<file path="src/sv/hsv565_pkg.sv">
// Shared types and constants for the HSV to RGB565 converter.
// No dependencies; imported by every module of the block.
`timescale 1ns / 1ps

package hsv565_pkg;

    localparam int unsigned HUE_MOD      = 360;
    localparam int unsigned SECTOR_DEG   = 60;
    localparam int unsigned FULL_LEVEL   = 255;
    localparam int unsigned SECTOR_SCALE = FULL_LEVEL * SECTOR_DEG;   // 15300
    localparam int unsigned QUARTER_SCALE = SECTOR_SCALE / 4;         // 3825

    // floor(x/255) ~ (x*257) >> 16, low by at most one for x < 2^16
    localparam int unsigned P_RECIP  = 257;
    localparam int unsigned P_SHIFT  = 16;
    // floor(y/3825) ~ (y*RECIP) >> 28, low by at most one for y < 2^20
    localparam int unsigned QT_SHIFT = 28;
    localparam int unsigned QT_RECIP = (2**QT_SHIFT) / QUARTER_SCALE;

    localparam int unsigned RB_MASK = 'h1f;
    localparam int unsigned G_MASK  = 'h3f;

    typedef enum logic [2:0] {
        SEC_RED_YEL = 3'd0,
        SEC_YEL_GRN = 3'd1,
        SEC_GRN_CYN = 3'd2,
        SEC_CYN_BLU = 3'd3,
        SEC_BLU_MAG = 3'd4,
        SEC_MAG_RED = 3'd5
    } hsv565_sector_t;

    // hue split into sector and offset
    typedef struct packed {
        hsv565_sector_t sector;
        logic [5:0]     h;
        logic [7:0]     sat;
        logic [7:0]     val;
    } hsv565_pos_t;

    // numerators ahead of the divides; q and t already divided by 4
    typedef struct packed {
        hsv565_sector_t sector;
        logic [7:0]     val;
        logic [15:0]    p_num;
        logic [19:0]    q_num;
        logic [19:0]    t_num;
    } hsv565_num_t;

endpackage

</file>
<file path="src/sv/hsv_to_rgb565_converter.sv">
// Top level of the HSV to RGB565 converter: six-stage pipeline.
// Depends on hsv565_pkg, hsv565_sector, hsv565_product, hsv565_divide.
//
//  channel | signals                                  | dir
//  --------+------------------------------------------+-----
//  input   | in_valid, in_stall, hue_deg, sat_level,  | in
//          | val_level                                |
//  output  | out_valid, out_stall, rgb565_word        | out
//
// One word accepted per clock while in_stall is low; six register stages (hue mod, sector,
// products, numerators, reciprocal multiply, correction and packing).
// Reset (rst_n low, async) empties the pipeline; no datapath state.
// out_stall holds the full stages in place while empty stages keep filling;
// in_stall rises only when every stage holds a word.
`timescale 1ns / 1ps

module hsv_to_rgb565_converter (
    input  logic        clk,
    input  logic        rst_n,
    input  logic        in_valid,
    output logic        in_stall,
    input  logic [9:0]  hue_deg,
    input  logic [7:0]  sat_level,
    input  logic [7:0]  val_level,
    output logic        out_valid,
    input  logic        out_stall,
    output logic [15:0] rgb565_word
);
    import hsv565_pkg::*;

    logic        pos_valid, pos_stall;
    hsv565_pos_t pos;
    logic        num_valid, num_stall;
    hsv565_num_t num;

    hsv565_sector u_sector (
        .clk       (clk),
        .rst_n     (rst_n),
        .in_valid  (in_valid),
        .in_stall  (in_stall),
        .hue_deg   (hue_deg),
        .sat_level (sat_level),
        .val_level (val_level),
        .out_valid (pos_valid),
        .out_stall (pos_stall),
        .out_pos   (pos)
    );

    hsv565_product u_product (
        .clk       (clk),
        .rst_n     (rst_n),
        .in_valid  (pos_valid),
        .in_stall  (pos_stall),
        .in_pos    (pos),
        .out_valid (num_valid),
        .out_stall (num_stall),
        .out_num   (num)
    );

    hsv565_divide u_divide (
        .clk         (clk),
        .rst_n       (rst_n),
        .in_valid    (num_valid),
        .in_stall    (num_stall),
        .in_num      (num),
        .out_valid   (out_valid),
        .out_stall   (out_stall),
        .rgb565_word (rgb565_word)
    );

endmodule

</file>
<file path="src/sv/hsv565_sector.sv">
// Hue reduction: mod 360, then sector and offset inside the sector.
// Depends on hsv565_pkg. Two register stages.
`timescale 1ns / 1ps

module hsv565_sector (
    input  logic                    clk,
    input  logic                    rst_n,
    input  logic                    in_valid,
    output logic                    in_stall,
    input  logic [9:0]              hue_deg,
    input  logic [7:0]              sat_level,
    input  logic [7:0]              val_level,
    output logic                    out_valid,
    input  logic                    out_stall,
    output hsv565_pkg::hsv565_pos_t out_pos
);
    import hsv565_pkg::*;

    logic        vld_a_reg;
    logic [8:0]  hue_a_reg, hue_a_next;
    logic [7:0]  sat_a_reg, val_a_reg;
    logic        vld_b_reg;
    hsv565_pos_t pos_b_reg, pos_b_next;
    logic        ready_a, ready_b;

    assign ready_b   = !vld_b_reg || !out_stall;
    assign ready_a   = !vld_a_reg || ready_b;
    assign in_stall  = !ready_a;
    assign out_valid = vld_b_reg;
    assign out_pos   = pos_b_reg;

    always_comb
    begin
        if (hue_deg >= 10'(2 * HUE_MOD))
            hue_a_next = 9'(hue_deg - 10'(2 * HUE_MOD));
        else if (hue_deg >= 10'(HUE_MOD))
            hue_a_next = 9'(hue_deg - 10'(HUE_MOD));
        else
            hue_a_next = hue_deg[8:0];
    end

    always_comb
    begin
        pos_b_next.sat = sat_a_reg;
        pos_b_next.val = val_a_reg;
        if (hue_a_reg >= 9'(5 * SECTOR_DEG))
        begin
            pos_b_next.sector = SEC_MAG_RED;
            pos_b_next.h      = 6'(hue_a_reg - 9'(5 * SECTOR_DEG));
        end
        else if (hue_a_reg >= 9'(4 * SECTOR_DEG))
        begin
            pos_b_next.sector = SEC_BLU_MAG;
            pos_b_next.h      = 6'(hue_a_reg - 9'(4 * SECTOR_DEG));
        end
        else if (hue_a_reg >= 9'(3 * SECTOR_DEG))
        begin
            pos_b_next.sector = SEC_CYN_BLU;
            pos_b_next.h      = 6'(hue_a_reg - 9'(3 * SECTOR_DEG));
        end
        else if (hue_a_reg >= 9'(2 * SECTOR_DEG))
        begin
            pos_b_next.sector = SEC_GRN_CYN;
            pos_b_next.h      = 6'(hue_a_reg - 9'(2 * SECTOR_DEG));
        end
        else if (hue_a_reg >= 9'(SECTOR_DEG))
        begin
            pos_b_next.sector = SEC_YEL_GRN;
            pos_b_next.h      = 6'(hue_a_reg - 9'(SECTOR_DEG));
        end
        else
        begin
            pos_b_next.sector = SEC_RED_YEL;
            pos_b_next.h      = hue_a_reg[5:0];
        end
    end

    always_ff @(posedge clk or negedge rst_n)
    begin
        if (!rst_n)
        begin
            vld_a_reg <= 1'b0;
            vld_b_reg <= 1'b0;
        end
        else
        begin
            if (ready_a)
                vld_a_reg <= in_valid;
            if (ready_b)
                vld_b_reg <= vld_a_reg;
        end
    end

    always_ff @(posedge clk)
    begin
        if (ready_a && in_valid)
        begin
            hue_a_reg <= hue_a_next;
            sat_a_reg <= sat_level;
            val_a_reg <= val_level;
        end
        if (ready_b && vld_a_reg)
            pos_b_reg <= pos_b_next;
    end

endmodule

</file>
<file path="src/sv/hsv565_product.sv">
// Products forming the p, q and t numerators.
// Depends on hsv565_pkg. Two register stages, one multiply level each.
`timescale 1ns / 1ps

module hsv565_product (
    input  logic                    clk,
    input  logic                    rst_n,
    input  logic                    in_valid,
    output logic                    in_stall,
    input  hsv565_pkg::hsv565_pos_t in_pos,
    output logic                    out_valid,
    input  logic                    out_stall,
    output hsv565_pkg::hsv565_num_t out_num
);
    import hsv565_pkg::*;

    logic           vld_c_reg;
    hsv565_sector_t sector_c_reg;
    logic [7:0]     val_c_reg;
    logic [15:0]    p_num_c_reg, p_num_c_next;
    logic [13:0]    sh_c_reg, sh_c_next;     // s*h
    logic [13:0]    sr_c_reg, sr_c_next;     // s*(60-h)
    logic           vld_d_reg;
    hsv565_num_t    num_d_reg, num_d_next;
    logic [13:0]    zq, zt;
    logic [21:0]    yq, yt;
    logic           ready_c, ready_d;

    assign ready_d   = !vld_d_reg || !out_stall;
    assign ready_c   = !vld_c_reg || ready_d;
    assign in_stall  = !ready_c;
    assign out_valid = vld_d_reg;
    assign out_num   = num_d_reg;

    always_comb
    begin
        p_num_c_next = in_pos.val * (8'(FULL_LEVEL) - in_pos.sat);
        sh_c_next    = in_pos.sat * in_pos.h;
        sr_c_next    = in_pos.sat * (6'(SECTOR_DEG) - in_pos.h);
    end

    always_comb
    begin
        zq = 14'(SECTOR_SCALE) - sh_c_reg;
        zt = 14'(SECTOR_SCALE) - sr_c_reg;
        yq = val_c_reg * zq;
        yt = val_c_reg * zt;
        num_d_next.sector = sector_c_reg;
        num_d_next.val    = val_c_reg;
        num_d_next.p_num  = p_num_c_reg;
        // floor(y/15300) == floor(floor(y/4)/3825)
        num_d_next.q_num  = yq[21:2];
        num_d_next.t_num  = yt[21:2];
    end

    always_ff @(posedge clk or negedge rst_n)
    begin
        if (!rst_n)
        begin
            vld_c_reg <= 1'b0;
            vld_d_reg <= 1'b0;
        end
        else
        begin
            if (ready_c)
                vld_c_reg <= in_valid;
            if (ready_d)
                vld_d_reg <= vld_c_reg;
        end
    end

    always_ff @(posedge clk)
    begin
        if (ready_c && in_valid)
        begin
            sector_c_reg <= in_pos.sector;
            val_c_reg    <= in_pos.val;
            p_num_c_reg  <= p_num_c_next;
            sh_c_reg     <= sh_c_next;
            sr_c_reg     <= sr_c_next;
        end
        if (ready_d && vld_c_reg)
            num_d_reg <= num_d_next;
    end

endmodule

</file>
<file path="src/sv/hsv565_divide.sv">
// Constant divides by reciprocal with one-step correction, then
// sector channel mapping and RGB565 packing. Depends on hsv565_pkg.
`timescale 1ns / 1ps

module hsv565_divide (
    input  logic                    clk,
    input  logic                    rst_n,
    input  logic                    in_valid,
    output logic                    in_stall,
    input  hsv565_pkg::hsv565_num_t in_num,
    output logic                    out_valid,
    input  logic                    out_stall,
    output logic [15:0]             rgb565_word
);
    import hsv565_pkg::*;

    logic           vld_e_reg;
    hsv565_sector_t sector_e_reg;
    logic [7:0]     val_e_reg;
    logic [15:0]    p_num_e_reg;
    logic [19:0]    q_num_e_reg, t_num_e_reg;
    logic [7:0]     p_est_e_reg, q_est_e_reg, t_est_e_reg;
    logic [7:0]     p_est_e_next, q_est_e_next, t_est_e_next;
    logic [24:0]    p_prod;
    logic [36:0]    q_prod, t_prod;
    logic           vld_f_reg;
    logic [15:0]    word_f_reg, word_f_next;
    logic [15:0]    p_rem;
    logic [19:0]    q_rem, t_rem;
    logic [7:0]     p_val, q_val, t_val;
    logic [7:0]     r_ch, g_ch, b_ch;
    logic           ready_e, ready_f;

    assign ready_f     = !vld_f_reg || !out_stall;
    assign ready_e     = !vld_e_reg || ready_f;
    assign in_stall    = !ready_e;
    assign out_valid   = vld_f_reg;
    assign rgb565_word = word_f_reg;

    always_comb
    begin
        p_prod       = in_num.p_num * 9'(P_RECIP);
        q_prod       = in_num.q_num * 17'(QT_RECIP);
        t_prod       = in_num.t_num * 17'(QT_RECIP);
        p_est_e_next = p_prod[P_SHIFT +: 8];
        q_est_e_next = q_prod[QT_SHIFT +: 8];
        t_est_e_next = t_prod[QT_SHIFT +: 8];
    end

    always_comb
    begin
        p_rem = p_num_e_reg - 16'(p_est_e_reg * 16'(FULL_LEVEL));
        q_rem = q_num_e_reg - 20'(q_est_e_reg * 20'(QUARTER_SCALE));
        t_rem = t_num_e_reg - 20'(t_est_e_reg * 20'(QUARTER_SCALE));
        p_val = (p_rem >= 16'(FULL_LEVEL))    ? p_est_e_reg + 8'd1 : p_est_e_reg;
        q_val = (q_rem >= 20'(QUARTER_SCALE)) ? q_est_e_reg + 8'd1 : q_est_e_reg;
        t_val = (t_rem >= 20'(QUARTER_SCALE)) ? t_est_e_reg + 8'd1 : t_est_e_reg;

        case (sector_e_reg)
            SEC_RED_YEL: begin r_ch = val_e_reg; g_ch = t_val;     b_ch = p_val;     end
            SEC_YEL_GRN: begin r_ch = q_val;     g_ch = val_e_reg; b_ch = p_val;     end
            SEC_GRN_CYN: begin r_ch = p_val;     g_ch = val_e_reg; b_ch = t_val;     end
            SEC_CYN_BLU: begin r_ch = p_val;     g_ch = q_val;     b_ch = val_e_reg; end
            SEC_BLU_MAG: begin r_ch = t_val;     g_ch = p_val;     b_ch = val_e_reg; end
            default:     begin r_ch = val_e_reg; g_ch = p_val;     b_ch = q_val;     end
        endcase

        word_f_next = {5'(8'(r_ch >> 3) & 8'(RB_MASK)),
                       6'(8'(g_ch >> 2) & 8'(G_MASK)),
                       5'(8'(b_ch >> 3) & 8'(RB_MASK))};
    end

    always_ff @(posedge clk or negedge rst_n)
    begin
        if (!rst_n)
        begin
            vld_e_reg <= 1'b0;
            vld_f_reg <= 1'b0;
        end
        else
        begin
            if (ready_e)
                vld_e_reg <= in_valid;
            if (ready_f)
                vld_f_reg <= vld_e_reg;
        end
    end

    always_ff @(posedge clk)
    begin
        if (ready_e && in_valid)
        begin
            sector_e_reg <= in_num.sector;
            val_e_reg    <= in_num.val;
            p_num_e_reg  <= in_num.p_num;
            q_num_e_reg  <= in_num.q_num;
            t_num_e_reg  <= in_num.t_num;
            p_est_e_reg  <= p_est_e_next;
            q_est_e_reg  <= q_est_e_next;
            t_est_e_reg  <= t_est_e_next;
        end
        if (ready_f && vld_e_reg)
            word_f_reg <= word_f_next;
    end

endmodule
</file>
<file path="config.mk">
export PLATFORM = sky130hd
export DESIGN_NAME = hsv_to_rgb565_converter
export DESIGN_NICKNAME = d
export VERILOG_FILES = /design/src/sv/hsv565_pkg.sv /design/src/sv/hsv_to_rgb565_converter.sv /design/src/sv/hsv565_sector.sv /design/src/sv/hsv565_product.sv /design/src/sv/hsv565_divide.sv
export SDC_FILE = /design/constraint.sdc
export NUM_CORES = 2
export LEC_CHECK = 0
export ABC_CLOCK_PERIOD_IN_PS = 7100
export BUFFER_PORTS_ARGS = -buffer_cell sky130_fd_sc_hd__buf_2
export CAP_MARGIN = 15
export CORE_ASPECT_RATIO = 0.7
export CORE_MARGIN = 2
export CORE_UTILIZATION = 55
export CTS_CLUSTER_DIAMETER = 80
export CTS_CLUSTER_SIZE = 12
export DETAILED_ROUTE_END_ITERATION = 8
export PLACE_DENSITY = 0.68
export SLEW_MARGIN = 20
export SYNTH_ARGS = -nofsm -noshare
export SYNTH_HDL_FRONTEND = slang
export SYNTH_SLANG_ARGS = --single-unit
</file>
<file path="constraint.sdc">
create_clock -name clk -period 7.1 [get_ports clk]
set_input_delay 1.42 -clock clk [delete_from_list [all_inputs] [get_ports clk]]
set_output_delay 1.42 -clock clk [all_outputs]
set_load 0.01 [all_outputs]
</file>
==> impl_metrics.ini <==
[clock_network]
cts_buffers = 31
clk_pin_slew_ns = 0.06
cts_resized = 0
tritoncts = yes
cts_setup_buffers = 0
cts_sinks = 280
ctsHoldBuffers = 0
clk_latency_ns = 0.61
htreeDepth = 1
cts_root_buffer = clkbuf_16
clk_path_buf_depth = 3

[die]
fp.dieH_um = 226
rows = 81
dieArea_sq_mm = 0.0724
die_x_um = 321
start_util_pct = 55.5
core_sq_mm = 0.0696
ios = 48

[critical_path]
startpoint = u_divide.p_est_e_reg[5]
reg2reg_depth = 18
criticalPathCategory = flip-flop to flip-flop
crit_arrival_ns = 6.89
start_kind = flip-flop
crit_path_end = u_divide.rgb565_word[12]
r2r_end = u_divide.rgb565_word[12]
worstSetupEndpointType = flip-flop
critPathMaxFanout = 7
reg2reg_from = u_divide.p_est_e_reg[5]
cp_data_required_time_ns = 7.45
r2r_slack_ns = 0.55

[route]
routed_wl_um = 80200
drc = 0
firstDrtPassIters = 8
wire_per_inst_um = 16.6
num_vias = 26100
viasPerCell = 5.38
antenna_left = 0
dr.first_iter.drc_count = 1819

[timing]
fin_skew_ns = 0.0207
tightest_slew_ns = 1.10
finalSetupTns_ns = 0
fin_crit_ns = 6.55
maxSlewViolCount = 0
setup_viol = 0
slew_headroom_pct = 26.9
finalCritPeriodShare_pct = 92.2
hold_viol_final = 0
fmax_ghz = 0.153
rsz0062_at_grt = false

[layout]
final_nets = 5056
antennaDiodeCount = 0
largest_reg_flops = 65
fillCellCount = 5947
drive_gt1_share_pct = 3.77
syn_to_final_growth_pct = 5.98
final_cell_mix = inv_1 (862), ha_1 (641), fa_1 (475), nand2_1 (287), edfxtp_1 (274)
final_common_cell = inv_1

[yosys]
ys_ff_latch = 280
ys_types = 78
synth_ff_type = edfxtp_1
synth_area_per_cell_sq_um = 9.99
yosysWarnings = 0
synth_cells = 3866
synthArstFlopShare_pct = 2.14
synth-seq-area-share_pct = 21.7
syn_area_sq_mm = 0.0386
syn_nets = 5012
synth_edf_count = 274

[global_route]
gr-total-overflow = 0
grt_pass1_wl_um = 135000
first_global_vias = 26000
grt_max_degree = 71
antenna_found_initial = 0
grt_usage_pct = 23.1

[hold_path]
whs_path_depth = 0
hold_class = flip-flop to flip-flop

[place]
port_buffers = 47
place_hpwl_um = 65800
place.gp.congestion = 0.910

[run_status]
status = complete, no violations

[job]
maxCapViolations = 0
==> synth_stat cells (14+ instances only) <==
master	n	share of area, %
ha_1	641	21
nor3_1	47	0.61
and2_1	148	2.4
clkbuf_1	59	0.57
or3_1	28	0.45
nor2b_1	61	0.99
and3_1	20	0.32
mux2i_1	14	0.36
a21oi_1	124	1.6
a211oi_1	19	0.37
o21a_1	23	0.45
nand2b_1	58	0.94
edfxtp_1	274	21
a21boi_0	18	0.35
o21ai_0	99	1.3
inv_1	862	8.4
nand3_1	46	0.60
a21o_1	44	0.86
o211ai_1	24	0.47
xnor2_1	114	2.6
nand2_1	287	2.8
nor2_1	118	1.1
fa_1	475	25
nand4_1	15	0.24
xor2_1	49	1.1
==> metal layers <==
metal	part of all wire (%)	up-vias	global-route usage [%]
met5	0	-	0
met2	42	699	34.4
met4	1.4	0	3.65
met3	6.3	75	3.53
li1	-	12700	-
met1	50	12600	35.9
==> metrics by stage <==
stage	util, %	instances	hold slack [ns]	setup slack, ns	instance area (sq um)
finish	58.8	4842	0.411	0.554	40900
global route	58.8	4842	0.418	0.212	40900
CTS	58.8	4842	0.414	0.544	40900
detailed placement	57.4	4790	0.405	0.562	40000
global placement	57.4	4790	0.400	0.673	40000
floorplan	-	3866	0.400	1.27	38600
==> worst min path at each step <==
stage / slack [ns] / start / endpoint
floorplan: 0.40 / u_product.out_num[64] / u_divide.sector_e_reg[0]
global placement: 0.40 / u_product.out_num[60] / u_divide.val_e_reg[4]
detailed placement: 0.40 / u_product.out_num[64] / u_divide.sector_e_reg[0]
CTS: 0.41 / u_sector.sat_a_reg[7] / u_sector.out_pos[15]
global route: 0.42 / u_product.p_num_c_reg[0] / u_product.out_num[40]
finish: 0.41 / u_product.p_num_c_reg[2] / u_product.out_num[42]
==> critical path, cell delays in order (launching register included) <==
cell and delay (ns):
edfxtp_1 0.49, inv_1 0.24, fa_1 0.59, inv_1 0.06
fa_1 0.50, inv_1 0.05, fa_1 0.46, fa_1 0.49
ha_1 0.39, and3_1 0.22, a221oi_1 0.45, o22ai_1 0.20
mux2i_1 0.15, or3_1 0.33, or4_1 0.70, o31ai_1 0.31
xnor2_1 0.26, o31ai_1 0.12, a221o_1 0.29
==> logic make-up after synthesis <==
group | synth area share, %
fa+ha+maj | 45.4
buf+inv | 9.05
simple gates | 11.4
compound gates | 8.36
flops | 21.7
xor+xnor | 3.70
mux | 0.421
==> cell type report <==
cell class,instances,area (sq um),area share [%]
clock buffers,43,831,2.03
clock inverters,9,110,0.269
inverters,864,3240,7.92
multi-input cells,2657,26800,65.4
flip-flops and latches,280,8380,20.5
well taps,913,1140,2.79
repair buffers,76,453,1.11
Power is not shown: default switching activity piles up to over one toggle a cycle in this logic, so the estimate is an artifact.
